`src/hw/rtl/modulo_predicate_join_defines.svh`:
```
// Assertion macros for the top RTL file of the modulo predicate join.
// Each macro expects signals named clk and rst in the scope where it is used.
`ifndef MODULO_PREDICATE_JOIN_DEFINES_SVH
`define MODULO_PREDICATE_JOIN_DEFINES_SVH

// A property that holds on every clock edge outside reset.
`define MPJ_ASSERT(lbl, prop, msg) \
  lbl: assert property (@(posedge clk) disable iff (rst) prop) else $error(msg);

// A condition that must hold in the cycle after its trigger.
`define MPJ_ASSERT_NEXT(lbl, ante, cons, msg) \
  lbl: assert property (@(posedge clk) disable iff (rst) (ante) |=> (cons)) else $error(msg);

`endif

```
`src/hw/rtl/mpj_pkg.sv`:
```
package mpj_pkg;

  localparam int DATA_W      = 32;
  localparam int SIDX_W      = 6;
  localparam int ROW_W       = 2 * DATA_W;
  localparam int S_DEPTH_DEF = 64;

  localparam int IN_TDATA_W  = ((3 * DATA_W + 7) / 8) * 8;
  localparam int OUT_TDATA_W = ((DATA_W + SIDX_W + 7) / 8) * 8;
  localparam int OUT_PAD_W   = OUT_TDATA_W - DATA_W - SIDX_W;

  typedef enum logic [1:0] {
    CMD_CLEAR = 2'd0,
    CMD_LOAD  = 2'd1,
    CMD_PROBE = 2'd2
  } cmd_t;

  // One checked S row as it leaves the remainder pipeline.
  typedef struct packed {
    logic              vld;
    logic              hit;
    logic [SIDX_W-1:0] idx;
  } row_res_t;

endpackage

```
`src/hw/rtl/mpj_ram.sv`:
```
module mpj_ram #(
  parameter int WIDTH = mpj_pkg::ROW_W,
  parameter int DEPTH = mpj_pkg::S_DEPTH_DEF
) (
  input  logic                                  clk,
  input  logic                                  we,
  input  logic [(DEPTH > 1 ? $clog2(DEPTH) : 1)-1:0] waddr,
  input  logic [WIDTH-1:0]                      wdata,
  input  logic [(DEPTH > 1 ? $clog2(DEPTH) : 1)-1:0] raddr,
  output logic [WIDTH-1:0]                      rdata
);

  logic [WIDTH-1:0] mem [DEPTH];

  always_ff @(posedge clk) begin
    if (we) begin
      mem[waddr] <= wdata;
    end
    rdata <= mem[raddr];
  end

endmodule

```
`config.mk`:
```
export PLATFORM = sky130hd
export DESIGN_NAME = mpj_ram
export DESIGN_NICKNAME = d
export VERILOG_FILES = /design/src/hw/rtl/modulo_predicate_join_defines.svh /design/src/hw/rtl/mpj_pkg.sv /design/src/hw/rtl/mpj_ram.sv
export SDC_FILE = /design/constraint.sdc
export NUM_CORES = 2
export LEC_CHECK = 0
export BUFFER_PORTS_ARGS = -buffer_cell sky130_fd_sc_hd__buf_2
export CORE_AREA = 3 3 726 728
export CTS_BUF_LIST = sky130_fd_sc_hd__clkbuf_16
export DETAILED_ROUTE_END_ITERATION = 12
export DIE_AREA = 0 0 729 731
export PLACE_DENSITY = 0.45
export SLEW_MARGIN = 10
export SYNTH_ARGS = -nofsm -noshare
export SYNTH_HDL_FRONTEND = slang
export SYNTH_SLANG_ARGS = --single-unit
```
`constraint.sdc`:
```
create_clock -name clk -period 7.15 [get_ports clk]
set_input_delay 0.715 -clock clk [delete_from_list [all_inputs] [get_ports clk]]
set_output_delay 0.715 -clock clk [all_outputs]
set_load 0.1 [all_outputs]
```
==> flow_summary_export.csv <==
group,metric,value,unit
clock_tree,hold_buffers,0,
synthesis,yosysMostFrequentCell,"edfxtp_1",
sta,drv_slew,0,
global_routing,grt_usage,0.182,
synthesis,syn_area_per_cell,23.7,µm²
clock_tree,path_clk_slew,0.06,ns
routing,wirelength,493000,µm
die,io_pins,142,
routing,drt_iter0_drc,8151,
global_routing,grt.overflow.total,0,
cells_and_area,syn_to_final_growth,15.6,%
die,coreArea,521000,µm²
sta,setup_viol,0,
sta,hold_viol_final,0,
synthesis,synth_top_area_share,0.787,
clock_tree,cts_buffer_depth,4,
clock_tree,cts.sinks,4160,
worst_setup_path,critPathKind,"input port to flop",
synthesis,mappedNetlistArea,156000,µm²
routing,via_per_inst,5.17,
synthesis,async_flop_share,0,
placement,hpwlAfterDp,258000,µm
pwr,power,0.0516,W
pwr,leakage,55.7,nW
run_status,status,"complete, no violations",
cells_and_area,multi_input_area,30800,µm²
routing,avgRoutedWirePerCell,34.2,µm
worst_setup_path,critical_path.max_fanout,95,
sta,fmax,277,MHz
routing,dr.pass1.iters,7,
sta,fin_setup_tns,0,ns
clock_tree,root_buffer,"clkbuf_16",
global_routing,antenna_found_initial,64,
cells_and_area,nFillCells,48000,
die,dieHeight,731,µm
worst_setup_path,startpoint_type,"input port",
die,die_w,729,µm
routing,ant_nets,0,
synthesis,synth_area_leaders,"edfxtp_1 (79%), mux4_2 (15%), mux2i_1 (0.86%), dfxtp_1 (0.82%), a22oi_1 (0.81%)",
sta,slew-limit-headroom,0.179,
global_routing,grt_pass1_wl,672000,µm
sta,finalClockSkew,0.0919,ns
sta,timing.final.crit_period,3.62,ns
die,rows,265,
synthesis,synth_warnings,0,
global_routing,first_global_vias,77400,
routing,vias,74600,
die,dieArea,533000,µm²
worst_hold_path,hold_path.class,"input port to flop",
clock_tree,insertion_delay,1.03,ns
synthesis,synth.largest_area_cell,"edfxtp_1",
placement,place_congestion,0.737,
placement,portBuffers,141,
die,initial_core_util,0.300,
worst_setup_path,worstPathRequired,7.98,ns
routing,route.detailed.drc,0,
clock_tree,cts_resized,0,
synthesis,synth_top_flop_cell,"edfxtp_1",
sta,rsz0062_at_grt,"false",
job,cap_violations,0,
cells_and_area,regArea,124000,µm²
clock_tree,htreeDepth,5,
synthesis,synth_commonest_cells,"edfxtp_1 (4096), mux4_2 (1024), buf_2 (170)",
synthesis,yosysSeqAreaShare,0.795,
global_routing,grt_max_degree,108,
pwr,ir_worst_vdd,205,µV
cells_and_area,layout.nets,7132,
synthesis,synth_edf_count,4096,
pwr,cellPowerDensity,286,nW/µm²
worst_setup_path,cp_data_arrival_time,4.45,ns
clock_tree,cts_tree,"yes",
clock_tree,post-cts-setup-buffers,0,
synthesis,ys_ff_latch,4160,
sta,period_share,0.506,
worst_setup_path,end_kind,"flop",
synthesis,syn_nets,6676,
sta,tightest_slew,1.23,ns
synthesis,synth_cell_types,33,
clock_tree,cts_made_buffers,446,
synthesis,syn_inst,6598,
cells_and_area,drive_gt1_frac,0.279,
==> cells by family (layout without fill, tap and decap cells) <==
family	Yosys count	in the layout	share of synthesized area
simple gates	386	386	0.0124
flops	4160	4160	0.795
buf+inv	389	1224	0.0118
other cells	0	42	0
compound gates	504	504	0.0248
mux	1159	1159	0.156
==> registers in the layout (all words and copies together), names as in the netlist <==
signal / flops
mem: 4096
rdata: 64
==> worst max-delay path, cell delays in order <==
cell,delay (ns)
buf_8,0.48
buf_12,0.55
buf_4,0.75
mux4_2,0.40
or3_1,0.33
a41oi_1,0.62
a211oi_1,0.11
==> metrics by stage <==
step | hold WS (ns) | utilization | setup slack (ns) | cell area (µm²) | std cells
global placement | 0.821 | 0.320 | 2.73 | 167000 | 13500
global route | 0.115 | 0.347 | 3.52 | 181000 | 14400
finish | 0.166 | 0.347 | 3.53 | 181000 | 14400
floorplan | 0.788 | - | 0.999 | 156000 | 6598
CTS | 0.275 | 0.347 | 3.79 | 181000 | 14400
detailed placement | 0.826 | 0.320 | 2.71 | 167000 | 13500
==> path summary, 6_finish.rpt <==
kind | from | endpoint | slack (ns) | cells past startpoint
max | raddr[2] | rdata[35] | 3.53 | 7
min reg2reg | mem[44][2] | rdata[2] | 0.84 | 4
max reg2reg | mem[13][18] | rdata[18] | 4.78 | 5
min | wdata[35] | mem[4][35] | 0.17 | 1
==> report_power, final <==
group / internal (W) / switching, W / total (W) / leakage (nW)
Combinational: 0.000852 / 0.00195 / 0.00281 / 11.2
Clock: 0.0121 / 0.00959 / 0.0217 / 7.16
Sequential: 0.0270 / 0.000152 / 0.0272 / 37.4
Total: 0.0399 / 0.0117 / 0.0516 / 55.7
==> area by class of cell <==
| cell class | instances | area share |
|---|---|---|
| well taps | 6942 | 0.0481 |
| inverters | 19 | 0.000395 |
| clock inverters | 375 | 0.0127 |
| clock buffers | 452 | 0.0626 |
| flip-flops and latches | 4160 | 0.688 |
| multi-input cells | 2049 | 0.170 |
| diodes | 42 | 0.000582 |
| repair buffers | 378 | 0.0174 |
==> cells in the final DEF, fill, tap and decap left out, drive strengths merged, types with 83 or more instances in the layout <==
cell / count
nor2: 112
a22o: 88
o22ai: 83
inv: 161
a22oi: 168
clkinv: 210
buf: 378
mux4: 1024
mux2i: 135
edfxtp: 4096
clkbuf: 452
==> routing by layer <==
layer,vias up,part of all wire,global-route usage,wire [µm]
li1,29500,-,-,-
met1,42100,0.43,0.248,210000
met2,2273,0.50,0.312,246000
met3,633,0.051,0.0229,25300
met4,14,0.022,0.0390,11000
met5,-,0.00017,0,84
Power figures use the tool's default switching activity.
