$ cat config.mk
export PLATFORM = sky130hd
export DESIGN_NAME = mpj_collect
export DESIGN_NICKNAME = d
export VERILOG_FILES = /design/src/hw/rtl/modulo_predicate_join_defines.svh /design/src/hw/rtl/mpj_pkg.sv /design/src/hw/rtl/mpj_collect.sv
export SDC_FILE = /design/constraint.sdc
export NUM_CORES = 1
export LEC_CHECK = 0
export ABC_AREA = 1
export ABC_CLOCK_PERIOD_IN_PS = 1600
export BUFFER_PORTS_ARGS = -buffer_cell sky130_fd_sc_hd__buf_2
export CAP_MARGIN = 0
export CORE_UTILIZATION = 39
export CTS_CLUSTER_DIAMETER = 60
export DETAILED_ROUTE_END_ITERATION = 8
export PLACE_DENSITY = 0.82
export SETUP_SLACK_MARGIN = 0.3
export SYNTH_ARGS = -nofsm -noshare
export SYNTH_HDL_FRONTEND = slang
export SYNTH_SLANG_ARGS = --single-unit
$ cat constraint.sdc
create_clock -name clk -period 1.6 [get_ports clk]
set_input_delay 0.32 -clock clk [delete_from_list [all_inputs] [get_ports clk]]
set_output_delay 0.32 -clock clk [all_outputs]
set_load 0.02 [all_outputs]
$ cat src/hw/rtl/modulo_predicate_join_defines.svh
// Assertion macros for the top RTL file of the modulo predicate join.
// Each macro expects signals named clk and rst in the scope where it is used.
`ifndef MODULO_PREDICATE_JOIN_DEFINES_SVH
`define MODULO_PREDICATE_JOIN_DEFINES_SVH

// A property that holds on every clock edge outside reset.
`define MPJ_ASSERT(lbl, prop, msg) \
  lbl: assert property (@(posedge clk) disable iff (rst) prop) else $error(msg);

// A condition that must hold in the cycle after its trigger.
`define MPJ_ASSERT_NEXT(lbl, ante, cons, msg) \
  lbl: assert property (@(posedge clk) disable iff (rst) (ante) |=> (cons)) else $error(msg);

`endif

$ cat src/hw/rtl/mpj_pkg.sv
package mpj_pkg;

  localparam int DATA_W      = 32;
  localparam int SIDX_W      = 6;
  localparam int ROW_W       = 2 * DATA_W;
  localparam int S_DEPTH_DEF = 64;

  localparam int IN_TDATA_W  = ((3 * DATA_W + 7) / 8) * 8;
  localparam int OUT_TDATA_W = ((DATA_W + SIDX_W + 7) / 8) * 8;
  localparam int OUT_PAD_W   = OUT_TDATA_W - DATA_W - SIDX_W;

  typedef enum logic [1:0] {
    CMD_CLEAR = 2'd0,
    CMD_LOAD  = 2'd1,
    CMD_PROBE = 2'd2
  } cmd_t;

  // One checked S row as it leaves the remainder pipeline.
  typedef struct packed {
    logic              vld;
    logic              hit;
    logic [SIDX_W-1:0] idx;
  } row_res_t;

endpackage

$ cat src/hw/rtl/mpj_collect.sv
module mpj_collect (
  input  logic                            clk,
  input  logic                            rst,
  input  mpj_pkg::row_res_t               res,
  input  logic                            flush,
  input  logic [mpj_pkg::DATA_W-1:0]      r_index,
  output logic                            out_free,
  output logic                            m_tvalid,
  input  logic                            m_tready,
  output logic [mpj_pkg::OUT_TDATA_W-1:0] m_tdata,
  output logic                            m_tuser,
  output logic                            m_tlast
);

  logic                       held_vld;
  logic [mpj_pkg::SIDX_W-1:0] held_idx;

  assign out_free = !m_tvalid || m_tready;

  // A match is held back one step so that the final one can carry last.
  always_ff @(posedge clk) begin
    if (rst) begin
      m_tvalid <= 1'b0;
      held_vld <= 1'b0;
    end else if (out_free) begin
      if (flush) begin
        m_tvalid <= 1'b1;
        held_vld <= 1'b0;
      end else if (res.vld && res.hit) begin
        m_tvalid <= held_vld;
        held_vld <= 1'b1;
      end else begin
        m_tvalid <= 1'b0;
      end
    end
  end

  always_ff @(posedge clk) begin
    if (out_free) begin
      if (flush) begin
        m_tdata <= {{mpj_pkg::OUT_PAD_W{1'b0}},
                    (held_vld ? held_idx : {mpj_pkg::SIDX_W{1'b0}}), r_index};
        m_tuser <= held_vld;
        m_tlast <= 1'b1;
      end else if (res.vld && res.hit) begin
        m_tdata  <= {{mpj_pkg::OUT_PAD_W{1'b0}}, held_idx, r_index};
        m_tuser  <= 1'b1;
        m_tlast  <= 1'b0;
        held_idx <= res.idx;
      end
    end
  end

endmodule

==> results of run 1 <==
## worst max-delay path by stage
| stage | endpoint | startpoint | cells after the start | slack, ps |
|---|---|---|---|---|
| 2_1_floorplan | m_tdata[0]$_DFFE_PP_ | m_tvalid$_SDFFE_PP0P_ | 3 | 120 |
| 3_3_place_gp | m_tdata[21]$_DFFE_PP_ | flush | 6 | 380 |
| 3_5_place_dp | m_tdata[21]$_DFFE_PP_ | flush | 6 | 360 |
| 4_1_cts | out_free | m_tvalid$_SDFFE_PP0P_ | 2 | 400 |
| 5_1_grt | out_free | m_tvalid$_SDFFE_PP0P_ | 2 | 380 |
| 6_report | out_free | m_tvalid$_SDFFE_PP0P_ | 2 | 410 |
## power by group
part	internal, µW	switching (µW)
Clock	463	338
Sequential	1470	21.7
Combinational	108	191
Total	2050	551
## cell families after synthesis
| logic type | Yosys count | synth area share, % |
|---|---|---|
| AOI/OAI and AO/OA | 2 | 0.954 |
| DFF | 48 | 90.3 |
| and+or+nand+nor | 14 | 4.69 |
| buffers and inverters | 14 | 3.82 |
| other | 1 | 0.238 |
## sequential cells by signal, summed over array words and instances, names as in the netlist
| name | cells |
|---|---|
| held_idx | 6 |
| held_vld | 1 |
| m_tdata | 38 |
| m_tlast | 1 |
| m_tuser | 1 |
| m_tvalid | 1 |
## metrics by stage
| step | std cells | hold slack [ps] | setup WS, ps | total power [µW] |
|---|---|---|---|---|
| finish | 221 | 201 | 410 | 2600 |
| global route | 221 | 188 | 380 | 2690 |
| CTS | 221 | 195 | 400 | 2620 |
| detailed placement | 213 | 497 | 362 | 1830 |
| global placement | 213 | 497 | 379 | 1830 |
| floorplan | 80 | 380 | 120 | 1690 |
## routing by layer
| layer | vias to the layer above | wire length, µm | GRT usage [%] |
|---|---|---|---|
| met5 | - | 0 | 0 |
| met4 | 0 | 14 | 3.26 |
| met3 | 2 | 277 | 5.56 |
| met2 | 53 | 1150 | 18.9 |
| met1 | 394 | 860 | 11.0 |
| li1 | 457 | - | - |
## worst max-delay path, stage by stage, from the launching register on
cell	delay, ps
dfxtp_4	380
nand2_8	60
buf_2	150
## cells in the mapped netlist
library cell	instances
nor2_4	1
nand2_4	1
nand3_1	1
edfxtp_1	46
nand2_2	2
dfxtp_1	2
a21oi_2	1
inv_1	11
inv_2	1
conb_1	1
a31oi_1	1
nor2_1	6
buf_4	2
nand2_1	3
## layout make-up
class	count	area, µm²
multi-input combinational	18	110
clock inverter	2	35.0
timing repair buffer	87	453
inverter	12	53.8
fill	291	1560
tap	48	60.1
sequential	48	1430
clock buffer	6	72.6
==> results.toml, run 1 <==
[job]
drv_cap = 0

[route]
drc = 0
wire_per_inst_um = 10.4
viasPerCell = 4.10
routed_wl_um = 2300
drt_iter0_markers = 74
dr.pass1.iters = 5
ant_nets = 0
num_vias = 906

[status]
status = "finished, final reports clean"

[floorplanning]
die-area_um2 = 4290
num_rows = 22
core_um2 = 3770
die-width_um = 65.5
ioPinCount = 88
initial_core_util_pct = 41.7
fp.dieH_um = 65.5

[logic_synthesis]
synth_area_leaders = "edfxtp_1 (88%), inv_1 (2.6%), dfxtp_1 (2.5%), nor2_1 (1.4%), buf_4 (0.95%)"
synth.yosys.seq_area_share_pct = 90.3
ys_seq_elements = 48
synth_top_cell_area_share_pct = 87.8
synth_top_cell_by_area = "edfxtp_1"
netlist-cell-type-count = 14
synth_area_um2 = 1570
yosys_warnings = 0
syn_area_per_cell_um2 = 19.9
syn_inst = 79

[global_routing]
grt_max_degree = 26
grt_pass1_wl_um = 3350
grt_pass1_vias = 802
grt_overflow_total = 0
antenna_found_initial = 0
grt_usage_pct = 10.8

[sta]
timing.fmax_ghz = 0.840
period_needed_ps = 1190
timing.setup.tns_ps = 0
fin_skew_ps = 6.84
rsz0062_at_grt = "false"
period_share_pct = 74.4
hold_violations = 0
setup_viol = 0
slew_violations = 0

[min_path]
hold_path_class = "primary input to flop"
hold_path_depth = 2
hp-start = "rst"
whs_endpoint = "held_vld$_SDFFE_PP0P_"

[clock_network]
cts_tree = "yes"
cts_sinks = 48
cts-root-buf = "clkbuf_8"
numCtsBuffers = 5
cts_setup_buffers = 0
post_cts_resized = 0
postCtsHoldBufs = 0
htree_levels = 2
cts_buffer_depth = 2
clk_pin_slew_ps = 80
clk_latency_ps = 280

[final_layout]
antennaDiodeCount = 0
final_cell_mix = "buf_2 (85), edfxtp_1 (46), inv_1 (9)"
postLayoutCoreUtil_pct = 58.6
finish.net_count = 216
finish.instance_area_um2 = 2210
areaGrowthSynthToFinish_pct = 40.4
mostFrequentLayoutCell = "buf_2"
layout-drive-gt1-share_pct = 59.5

[placed_design]
gp_congestion = 0.685
dp_hpwl_um = 1880
io_buffers = 85
place_area_um2 = 2100

[worst_setup_path]
path_max_fanout = 4
end_kind = "output port"
cp-start-kind = "flop"
timing.rr.end = "m_tdata[6]$_DFFE_PP_"
cp.arrival_ps = 870
r2r_cells = 4
regToRegSetupSlack_ps = 520
r2r_start = "m_tvalid$_SDFFE_PP0P_"
critPathKind = "flop to output port"
cp.required_ps = 1280

[pwr]
irDropWorstVdd_mv = 0.639
leakage_uw = 0.000978
power_density_nw_per_um2 = 1180
Power figures use the tool's default switching activity.
==> run 2: changes to the inputs <==
ABC_CLOCK_PERIOD_IN_PS = 1200   (was 1600)
CORE_UTILIZATION = 43   (was 39)
PLACE_DENSITY = 0.85   (was 0.82)
clock period = 1.2 ns   (was 1.6 ns; I/O delays follow)
==> results.toml, run 2 (synthesized netlist as in run 1, its figures left out) <==
[status]
status = "finished, final reports clean"

[worst_setup_path]
cp-start-kind = "flop"
r2r_start = "m_tvalid$_SDFFE_PP0P_"
crit_path_start = "m_tvalid$_SDFFE_PP0P_"
cp.required_ps = 1300
critPathKind = "flop to flop"
end_kind = "flop"
cp.arrival_ps = 1270
regToRegSetupSlack_ps = 40
path_max_fanout = 10

[final_layout]
reg.largest.list = "m_tdata (38), held_idx (6)"
largest-register = "m_tdata"
final_cell_mix = "buf_2 (72), edfxtp_1 (46), buf_6 (17)"
finish.instance_area_um2 = 2350
finish.net_count = 225
mostFrequentLayoutCell = "buf_2"
antennaDiodeCount = 0
areaGrowthSynthToFinish_pct = 49.4
layout-drive-gt1-share_pct = 62.4
largest_reg_flops = 38

[route]
drc = 0
num_vias = 979
ant_nets = 0
viasPerCell = 4.31
wire_per_inst_um = 12.1
drt_iter0_markers = 13
routed_wl_um = 2750
dr.pass1.iters = 4

[clock_network]
numCtsBuffers = 5
cts_tree = "yes"
clk_pin_slew_ps = 120
cts_buffer_depth = 2
cts-root-buf = "clkbuf_4"
cts_sinks = 48
htree_levels = 2
clk_latency_ps = 330
postCtsHoldBufs = 0

[sta]
hold_violations = 0
slew_violations = 0
timing.setup.tns_ps = 0
timing.fmax_ghz = 0.859
rsz0062_at_grt = "true"
period_needed_ps = 1160
period_share_pct = 97.0
setup_viol = 0
fin_skew_ps = 3.95

[pwr]
switching_share_pct = 23.3
p_int_uw = 2400
power_density_nw_per_um2 = 1330
pwr-share-comb_pct = 15.9
switchingPower_uw = 730
irDropWorstVdd_mv = 0.673
leakage_uw = 0.00103
power_frac_clock_pct = 20.3
seqPwrFrac_pct = 63.8

[min_path]
hp-start = "r_index[15]"
hold_path_class = "primary input to flop"

[floorplanning]
core_um2 = 3420
num_rows = 21
die-width_um = 62.5
fp.dieH_um = 62.5
initial_core_util_pct = 46.1
ioPinCount = 88
die-area_um2 = 3910

[global_routing]
grt_pass1_vias = 941
grt_pass1_wl_um = 3960
antenna_found_initial = 0
grt_usage_pct = 13.9
grt_max_degree = 40
grt_overflow_total = 0

[placed_design]
io_buffers = 85
place_area_um2 = 2090
gp_congestion = 0.774
dp_hpwl_um = 1940

[job]
drv_cap = 0
run 2: cell types whose count changed in the layout (fill, tap and decap cells not counted), moves of 4 or more:
cell	previous run	this run
buf_6	0	17
buf_2	85	72
clkbuf_4	0	5
clkbuf_8	5	0
buf_4	1	5
run 2: final cells by class:
cell class / count / area (µm²)
fill: 243 / 1060
clock buffer: 6 / 41.3
clock inverter: 1 / 5.00
tap: 46 / 57.6
timing repair buffer: 96 / 634
inverter: 12 / 51.3
sequential: 48 / 1430
multi-input combinational: 18 / 138
run 2: stage by stage:
stage	utilization, %	setup WS, ps	cells	hold WS, ps	power (µW)
detailed placement	61.3	8.49	211	418	2440
floorplan	-	-280	80	300	2250
global placement	61.3	56.4	211	416	2430
CTS	64.6	31.0	221	47.3	3100
global route	68.9	-21.4	227	40.1	3280
finish	68.9	35.7	227	74.6	3130
run 2: power groups by stage:
stage / combinational (µW) / sequential [µW] / clock [µW]
4_1_cts: 434 / 2000 / 669
6_report: 498 / 2000 / 635
2_1_floorplan: 79.8 / 2170 / 0
5_1_grt: 527 / 2010 / 739
3_3_place_gp: 398 / 2030 / 0
3_5_place_dp: 407 / 2030 / 0
run 2: per-layer routing:
metal	part of all wire, %	global-route usage [%]
met5	0	0
met4	0	6.10
met2	58	26.8
met1	34	12.3
met3	7.4	5.47
run 2: repair_timing:
item | CTS | global route
buffers inserted | 3 | 3
pin swaps | 0 | 2
cloned | 0 | 3
setup endpoints to repair | 88 | 94
gates resized for setup | 12 | 22
run 2: worst max-delay path, stage by stage (launching register included):
cell and delay [ps]:
dfxtp_4 390, nand2_8 60, nand2_4 70, clkinvlp_4 190, clkbuf_16 230
run 2: path summary, 6_finish.rpt:
path,depth (start not counted),end
max,4,m_tdata[7]$_DFFE_PP_
min,1,m_tdata[15]$_DFFE_PP_
max reg2reg,4,m_tdata[7]$_DFFE_PP_
min reg2reg,2,held_vld$_SDFFE_PP0P_
==> run 3: changes to the inputs <==
ABC_CLOCK_PERIOD_IN_PS = 1100   (was 1200)
clock period = 1.1 ns   (was 1.2 ns; I/O delays follow)
==> results.toml, run 3 (synthesized netlist as in run 1, its figures left out) <==
[route]
ant_nets = 0
wire_per_inst_um = 13.1
dr.pass1.iters = 4
num_vias = 1035
drc = 0
routed_wl_um = 3140
drt_iter0_markers = 16
viasPerCell = 4.31

[clock_network]
cts_tree = "yes"
cts-root-buf = "clkbuf_4"
numCtsBuffers = 5
cts_buffer_depth = 2
htree_levels = 2
cts_sinks = 48
clk_latency_ps = 360
clk_pin_slew_ps = 130

[placed_design]
gp_congestion = 0.781
io_buffers = 85
dp_hpwl_um = 2060
dp_cells = 213

[global_routing]
grt_pass1_wl_um = 4310
grt_overflow_total = 0
antenna_found_initial = 0
grt_pass1_vias = 956
grt_max_degree = 40
grt_usage_pct = 15.1

[final_layout]
nFillCells = 233
finish.net_count = 237
final_cell_mix = "buf_2 (63), edfxtp_1 (46), buf_6 (26)"
largest_reg_flops = 38
largest-register = "m_tdata"
layout-drive-gt1-share_pct = 59.3
multi_input_area_um2 = 123
mostFrequentLayoutCell = "buf_2"
areaGrowthSynthToFinish_pct = 61.1
antennaDiodeCount = 0
reg.largest.list = "m_tdata (38), held_idx (6)"
stdcell_count = 240
regArea_um2 = 1430
postLayoutCoreUtil_pct = 74.2

[worst_setup_path]
timing.rr.end = "m_tdata[6]$_DFFE_PP_"
cpPeakStageDelay_ps = 400
end_kind = "flop"
cp.required_ps = 1220
r2r_start = "m_tvalid$_SDFFE_PP0P_"
regToRegSetupSlack_ps = -90
crit_family = "buffers and inverters"
critPathKind = "flop to flop"
cp-start-kind = "flop"
cp.arrival_ps = 1300
worstPathCellList = "nand2_8 > nand2_4 > clkinvlp_4 > buf_12"
path_max_fanout = 20
path_buf_inv = 2
r2r_cells = 4
cp_slowest_cell = "dfxtp_4"

[sta]
hold_violations = 0
rsz0062_at_grt = "true"
timing.setup.tns_ps = -3120
slew_violations = 0
period_needed_ps = 1190
timing.final.ws_setup_ps = -86.1
timing.fmax_ghz = 0.843
period_share_pct = 108
setup_viol = 74
fin_skew_ps = 12.6

[pwr]
leakage_uw = 0.00110
power_density_nw_per_um2 = 1420
total_power_uw = 3610
irDropWorstVdd_mv = 0.779

[job]
drv_cap = 0

[status]
status = "finished, violations left"
violations = "negative setup slack"

[min_path]
hold_path_class = "primary input to flop"
whs_endpoint = "held_idx[0]$_DFFE_PP_"
hp-start = "res[0]"
hold_path_depth = 1

[floorplanning]
initial_core_util_pct = 46.1
die-width_um = 62.5
ioPinCount = 88
fp.dieH_um = 62.5
num_rows = 21
die-area_um2 = 3910
core_um2 = 3420
run 3: area by class of cell:
type                       instances  area share (%)
timing repair buffer             108            32.0
inverter                          12            2.12
clock inverter                     1           0.296
sequential                        48            56.3
tap                               46            2.27
clock buffer                       7            2.17
multi-input combinational         18            4.83
run 3: what timing repair did:
action                                 CTS  global route
setup buffers                            1             2
endpoints found under the hold margin    0            12
resized for setup                       22            32
pin swaps                                3             0
cloned                                   0             4
setup endpoints to repair               96            97
hold buffers                             0            12
run 3: metrics by stage:
stage               worst slack, ps  cell area, µm²  hold slack (ps)
finish                        -86.1            2540             28.7
global route                   -130            2540           0.0306
CTS                           -65.8            2250             6.50
detailed placement            -68.1            2110              398
global placement              -23.5            2110              395
floorplan                      -380            1600              280
run 3: per-layer routing:
layer / vias to the layer above / track usage [%] / share of wire (%)
met5: - / 0 / 0
met4: 0 / 4.36 / 0.89
met3: 3 / 6.93 / 6.6
met2: 51 / 28.0 / 58
met1: 480 / 14.9 / 35
li1: 501 / - / -
run 3: worst max path at each step:
stage	slack, ps	cells past startpoint	from	endpoint
2_1_floorplan	-380	3	m_tvalid$_SDFFE_PP0P_	m_tdata[0]$_DFFE_PP_
3_3_place_gp	-20	6	m_tready	m_tdata[6]$_DFFE_PP_
3_5_place_dp	-70	6	res[7]	m_tdata[1]$_DFFE_PP_
4_1_cts	-70	2	m_tvalid$_SDFFE_PP0P_	out_free
5_1_grt	-130	4	m_tvalid$_SDFFE_PP0P_	m_tdata[27]$_DFFE_PP_
6_report	-90	4	m_tvalid$_SDFFE_PP0P_	m_tdata[6]$_DFFE_PP_
run 3: power breakdown:
part	switching (µW)	internal, µW	leakage (µW)
Clock	504	313	0.0000315
Sequential	45.4	2140	0.000469
Combinational	311	291	0.000603
Total	860	2750	0.00110
